`config.mk`:
```
export PLATFORM = sky130hd
export DESIGN_NAME = gcv_div
export DESIGN_NICKNAME = d
export VERILOG_FILES = /design/src/sv/gcv_div.sv
export SDC_FILE = /design/constraint.sdc
export NUM_CORES = 1
export LEC_CHECK = 0
export ABC_AREA = 1
export BUFFER_PORTS_ARGS = -buffer_cell sky130_fd_sc_hd__buf_2
export CORE_AREA = 2 2 133 135
export DETAILED_ROUTE_END_ITERATION = 16
export DIE_AREA = 0 0 135 137
export PLACE_DENSITY = 0.77
export SLEW_MARGIN = 10
export SYNTH_ARGS = -nofsm -noshare
export SYNTH_HDL_FRONTEND = slang
export SYNTH_SLANG_ARGS = --single-unit
```
`constraint.sdc`:
```
create_clock -name clock -period 6.2 [get_ports clock]
set_clock_uncertainty 0.05 [all_clocks]
set_input_delay 0.62 -clock clock [delete_from_list [all_inputs] [get_ports clock]]
set_output_delay 0.62 -clock clock [all_outputs]
set_load 0.01 [all_outputs]
```
`src/sv/gcv_div.sv`:
```
// gcv_div: restoring divider, one quotient bit per cycle.
// Depends on nothing.
`timescale 1ns / 1ps
module gcv_div #(
   parameter int NW = 72,
   parameter int DW = 32
) (
   input  logic          clock,
   input  logic          reset,
   input  logic          start,
   input  logic [NW-1:0] num,
   input  logic [DW-1:0] den,
   output logic          busy,
   output logic [NW-1:0] quo
);
   localparam int CW = $clog2(NW + 1);
   logic [NW-1:0] q_ff, q_in;
   logic [DW:0]   r_ff, r_in;
   logic [DW-1:0] d_ff, d_in;
   logic [CW-1:0] cnt_ff, cnt_in;
   logic [DW:0]   shl;

   always_comb begin
      q_in = q_ff;
      r_in = r_ff;
      d_in = d_ff;
      cnt_in = cnt_ff;
      shl = {r_ff[DW-1:0], q_ff[NW-1]};
      if (start) begin
         q_in = num;
         r_in = '0;
         d_in = den;
         cnt_in = CW'(NW);
      end else if (cnt_ff != '0) begin
         cnt_in = cnt_ff - 1'b1;
         if (shl >= {1'b0, d_ff}) begin
            r_in = shl - {1'b0, d_ff};
            q_in = {q_ff[NW-2:0], 1'b1};
         end else begin
            r_in = shl;
            q_in = {q_ff[NW-2:0], 1'b0};
         end
      end
   end

   always_ff @(posedge clock) begin
      if (reset) begin
         cnt_ff <= '0;
      end else begin
         cnt_ff <= cnt_in;
      end
      q_ff <= q_in;
      r_ff <= r_in;
      d_ff <= d_in;
   end

   assign busy = (cnt_ff != '0);
   assign quo  = q_ff;
endmodule

```
==> qor.yml, run 1 <==
detail_route.first_pass.iterations: 8
dpl_worst_slack_ns: 3.25
syn_area_um2: 8540
globalRouteOverflowTotal: 0
netlist.area_leader.share_pct: 36.6
finalSetupTns_ns: 0
crit_chain: "inv_1 -> ha_1 -> a21oi_1 -> nand2_1 -> a21oi_1 -> nand2_1 -> nor2_4 -> nand2_4 -> nand2_1 -> nand3_1 -> nand2_1"
power_leakage_uw: 0.00556
rows: 48
required_ns: 6.51
crit_cells: 11
place_area_um2: 9600
design.die.area_um2: 18500
path_buf_inv: 1
cp.arrival_ns: 3.29
seq_area_frac_synth_pct: 45.7
area_growth_pct: 19.7
rsz0062_at_grt: "no"
cts_sinks: 143
min_path_type: "primary input to flip-flop"
synth_largest_area_cell: "edfxtp_1"
slew_headroom_pct: 28.0
synth_warnings: 0
holdBufCountCts: 0
syn_inst: 1165
ctsLongestPathBuffers: 2
cts.htree.levels: 4
diodes: 0
timing.final.hold_violations: 0
synth.area.top_cells: "edfxtp_1 37%, nand2_1 23%, dfxtp_1 9.1%"
post_cts_buffers: 0
ys_types: 35
track_usage_pct: 24.7
cp-start-kind: "flip-flop"
tightest_slew_ns: 1.08
drive_gt1_share_pct: 18.3
cts-resized-gates: 0
synth_seq_cells: 143
power_density_nw_per_um2: 429
synth_edf_count: 104
drtAntennaViolNets: 0
async_flop_share_pct: 0
port_buffers: 179
avgSynthCellArea_um2: 7.33
ys.flop_type: "edfxtp_1"
grt_pass1_vias: 7523
setup_viol_count_final: 0
die_w_um: 135
fmax_mhz: 336
vias: 7765
root_buffer: "clkbuf_16"
path_clk_slew_ns: 0.07
period_share_pct: 48.0
rr_worst_depth: 11
antenna_found_initial: 1
whs_path_depth: 1
cpLargestDelayFamily: "simple AND/OR/NAND/NOR gates"
criticalPathCategory: "flip-flop to flip-flop"
cp_max_fo: 34
drt_iter0_markers: 530
grt_pass1_wl_um: 36200
irDropWorstVdd_mv: 0.271
globalplace.congestion: 0.996
syn_nets: 1306
max_cap_viol_count: 0
outcome: "completed"
drc: 0
num_io_pins: 180
dpl.hpwl_um: 16000
period_needed_ns: 2.98
setup.worst_path.end_class: "flip-flop"
grt_start_max_net_pins: 84
drt_wl_total_um: 22200
cpMostUsedCell: "nand2_1"
route.detailed.wl_per_inst_um: 14.1
viasPerCell: 4.93
fin_ws_ns: 3.22
cpMaxStageDelayCell: "nor2_4"
max_stage_delay_ns: 0.71
cts_buffers: 17
core_area_um2: 17100
cts_tree: "built"
die_h_um: 137
drv_slew: 0
fin_area_um2: 10200
clk_latency_ns: 0.43
initial_core_util_pct: 50.1
nNetsFinal: 1477
==> layer usage <==
layer | routed length [µm] | track usage, % | up-vias
li1 | - | - | 3953
met1 | 9440 | 31.0 | 3521
met2 | 10800 | 41.4 | 260
met3 | 1620 | 7.19 | 31
met4 | 391 | 7.81 | 0
met5 | 0 | 0 | -
==> per-stage QoR <==
stage	power (µW)	hold WS [ns]	cells	util, %
final	4380	0.314	1574	59.9
after global routing	4730	0.290	1574	59.9
after CTS	4400	0.299	1574	59.9
after detailed placement	3290	0.413	1542	56.3
after global placement	3270	0.406	1542	56.3
after floorplan	2840	0.394	1165	-
==> worst register-to-register path: cells and delay by family (launching register included) <==
family                     cells  cell delay [ns]
AOI/OAI and AO/OA              2             0.40
adders and majority gates      1             0.36
buffers and inverters          1             0.04
DFF                            1             0.33
and+or+nand+nor                7             1.74
==> placed cells by master, fill, tap and decap left out, types with 3 or more instances in the layout <==
cell       instances
a21oi_1           20
buf_2            178
buf_4              5
bufinv_16          3
clkbuf_16         17
dfxtp_1           39
edfxtp_1         104
ha_1              33
inv_1            184
inv_2              4
inv_6              3
inv_8              4
nand2_1          533
nand2_2            7
nand3_1           72
nand3_2            7
nand3b_1          13
nand4_1           11
nor2_1            45
nor2_2             9
nor3_1             3
o21ai_0            6
o21ai_1            9
o21bai_1           3
xnor2_1           15
==> sequential cells by signal, indices dropped and copies added, names as in the netlist <==
| name | count |
|---|---|
| d_ff | 32 |
| quo | 72 |
| cnt_ff | 7 |
| r_ff | 32 |
==> Yosys cell counts (3+ instances only) <==
master and n:
clkbuf_1 13, nand3b_1 13, o21bai_1 3, a21oi_1 20, nor3_1 3, nand2_1 533, ha_1 33, xnor2_1 15
buf_1 7, nor2_2 7, dfxtp_1 39, nand2_2 7, nand4_1 11, buf_6 4, buf_2 7, nand3_1 72
inv_1 186, o21ai_0 6, o21ai_1 9, edfxtp_1 104, nand3_2 7, nor2_1 47
==> layout make-up <==
class                           count  area, µm²
Clock buffer                       17        425
Clock inverter                     15        198
Fill cell                        1569       6840
Inverter                          188        706
Multi-Input combinational cell    803       3780
Sequential cell                   143       3900
Tap cell                          225        282
Timing Repair Buffer              183        928
==> path summary, 6_finish.rpt <==
path            start       end  slack [ns]
min reg2reg  r_ff[31]  r_ff[31]        0.42
max reg2reg  d_ff[28]  r_ff[21]        3.22
min            den[9]   d_ff[9]        0.31
max          d_ff[28]  r_ff[21]        3.22
==> power by group <==
group          switching (µW)  internal [µW]
sequential                129           1270
combinational            1210            681
clock                     444            647
total                    1790           2600
==> logic make-up (layout without fill, tap and decap cells) <==
group / Yosys count / after routing / share of synthesized area (%)
DFF: 143 / 143 / 45.7
and+or+nand+nor: 709 / 709 / 34.6
AOI/OAI and AO/OA: 43 / 43 / 2.74
adders and majority gates: 34 / 34 / 5.07
xor gates and xnor gates: 17 / 17 / 1.74
buffers and inverters: 219 / 403 / 10.1
Note: power is estimated with default switching activity, not from simulation.
==> inputs of run 2 (changes only) <==
clock period = 2.9 ns   (was 6.2 ns; I/O delays follow)
==> run 2 against run 1 <==
Effect of this change:
- register-to-register slack got worse by 2.8 ns
- die area unchanged
- clock-buffer cell count unchanged
- combinational power increased by 120%
- critical endpoint is now r_ff[9]
==> qor.yml, run 2 (synthesis results as in run 1) <==
rr_worst_depth: 15  # was 11
cp_max_fo: 33  # was 34
cts_sinks: 143  # unchanged
die_w_um: 135  # unchanged
slew_headroom_pct: 58.1  # was 28.0%
whs_endpoint: "quo[44]"  # was d_ff[9]
timing.final.hold_violations: 0  # unchanged
grt_start_max_net_pins: 84  # unchanged
worstReg2RegEnd: "r_ff[9]"  # was r_ff[21]
criticalPathCategory: "flip-flop to flip-flop"  # unchanged
max_cap_viol_count: 0  # unchanged
drt_wl_total_um: 22200  # about the same
path_clk_slew_ns: 0.07  # about the same
rows: 48  # unchanged
track_usage_pct: 24.8  # was 24.7%
min_from: "num[44]"  # was den[9]
cp-start-kind: "flip-flop"  # unchanged
irDropWorstVdd_mv: 0.507  # was 0.271 mV
r2r_setup_slack_ns: 0.47  # was 3.22 ns
min_path_type: "primary input to flip-flop"  # unchanged
drive_gt1_share_pct: 18.2  # was 18.3%
globalplace.congestion: 0.966  # was 0.996
finalSetupTns_ns: 0  # unchanged
vias: 7861  # was 7765
cts_tree: "built"  # unchanged
whs_path_depth: 3  # was 1
power_leakage_uw: 0.00571  # was 0.00556 µW
dpl.hpwl_um: 16300  # was 16000 µm
tightest_slew_ns: 0.628  # was 1.08 ns
globalRouteOverflowTotal: 0  # unchanged
grt_pass1_vias: 7481  # was 7523
fill_cells: 1584  # was 1569
period_share_pct: 83.9  # was 48.0%
drtAntennaViolNets: 0  # unchanged
drc: 0  # unchanged
cts_buffers: 17  # unchanged
grt_pass1_wl_um: 35900  # was 36200 µm
core_area_um2: 17100  # unchanged
power_density_nw_per_um2: 879  # was 429 nW/µm²
area_growth_pct: 23.9  # was 19.7%
r2r-start: "d_ff[8]"  # was d_ff[28]
rsz0062_at_grt: "no"  # unchanged
route.detailed.wl_per_inst_um: 13.8  # was 14.1 µm
antenna_found_initial: 2  # was 1
drv_slew: 0  # unchanged
period_needed_ns: 2.43  # was 2.98 ns
cts-resized-gates: 0  # unchanged
num_io_pins: 180  # unchanged
fmax_mhz: 411  # was 336 MHz
final_common_cell: "nand2_1"  # unchanged
root_buffer: "clkbuf_16"  # unchanged
finalNonFillerCells: 1614  # was 1574
port_buffers: 179  # unchanged
clk_latency_ns: 0.43  # about the same
initial_core_util_pct: 50.1  # unchanged
cp.arrival_ns: 2.69  # was 3.29 ns
viasPerCell: 4.87  # was 4.93
die_h_um: 137  # unchanged
setup.worst_path.end_class: "flip-flop"  # unchanged
required_ns: 3.16  # was 6.51 ns
dp_cells: 1548  # was 1542
fin_util_pct: 62.0  # was 59.9%
ctsLongestPathBuffers: 2  # unchanged
cts.htree.levels: 4  # unchanged
detail_route.first_pass.iterations: 5  # was 8
setup_viol_count_final: 0  # unchanged
final_cell_mix: "533 x nand2_1, 184 x inv_1, 178 x buf_2"  # unchanged
nNetsFinal: 1516  # was 1477
drt_iter0_markers: 501  # was 530
design.die.area_um2: 18500  # unchanged
outcome: "completed"  # unchanged
largest_reg_flops: 72  # unchanged
run 2: cell count changes in the layout (fill, tap and decap cells not counted), sizes merged:
cell	delta
clkinv	+2
buf	+6
bufinv	-2
diode	+1
dlygate4sd3	+33
run 2: cell type report:
| class | instances | area [µm²] | share of cell area, % |
|---|---|---|---|
| inverter | 188 | 706 | 6.67 |
| clock buffer | 17 | 425 | 4.02 |
| antenna | 1 | 2.50 | 0.0237 |
| timing repair buffer | 222 | 1330 | 12.6 |
| clock inverter | 15 | 153 | 1.44 |
| tap | 225 | 282 | 2.66 |
| multi-input combinational | 803 | 3770 | 35.7 |
| sequential | 143 | 3900 | 36.9 |
run 2: critical path, cell delays in order, from the launching register on:
cell and delay (ns):
edfxtp_1 0.36, inv_1 0.07, ha_1 0.29, nand2_1 0.16, inv_1 0.05, nand2_1 0.06, nand2_1 0.09, inv_2 0.06
nand3_2 0.14, nand2_2 0.12, nand2_2 0.08, nand2_4 0.08, buf_4 0.35, nand3_1 0.14, nand3_1 0.12, o21ai_1 0.07
run 2: through the flow:
| step | hold slack (ns) | setup WS [ns] | power [µW] | instance area, µm² |
|---|---|---|---|---|
| detailed placement | 0.410 | 0.451 | 7110 | 9660 |
| finish | 0.0761 | 0.466 | 9290 | 10600 |
| CTS | 0.0629 | 0.429 | 9340 | 10600 |
| global route | 0.0653 | 0.198 | 10000 | 10600 |
| global placement | 0.407 | 0.475 | 7090 | 9660 |
| floorplan | 0.309 | 0.348 | 6070 | 8540 |
run 2: timing repair:
action / CTS / global route
hold endpoints to repair: 34 / 0
endpoints found under the setup margin: 0 / 0
hold buffers: 33 / 0
setup buffers: 0 / 0
run 2: worst max-delay path by stage:
| stage | startpoint | to | depth (start not counted) |
|---|---|---|---|
| final | d_ff[8] | r_ff[9] | 15 |
| after global routing | d_ff[8] | r_ff[28] | 17 |
| after CTS | d_ff[8] | r_ff[28] | 17 |
| after detailed placement | d_ff[8] | r_ff[28] | 17 |
| after global placement | d_ff[8] | r_ff[28] | 17 |
| after floorplan | cnt_ff[0] | quo[0] | 8 |
run 2: power by group:
part	switching (µW)	internal (µW)	leakage, µW	total [µW]
clock network	950	1210	0.000281	2160
registers	265	2710	0.00141	2970
logic	2640	1520	0.00403	4160
run 2: metal layers:
layer | GRT usage, % | vias to the layer above | part of all wire [%]
met2 | 42.2 | 245 | 48
met4 | 8.62 | 2 | 2.1
li1 | - | 4035 | -
met3 | 6.11 | 35 | 6.0
met5 | 0 | - | 0.036
met1 | 30.9 | 3544 | 44
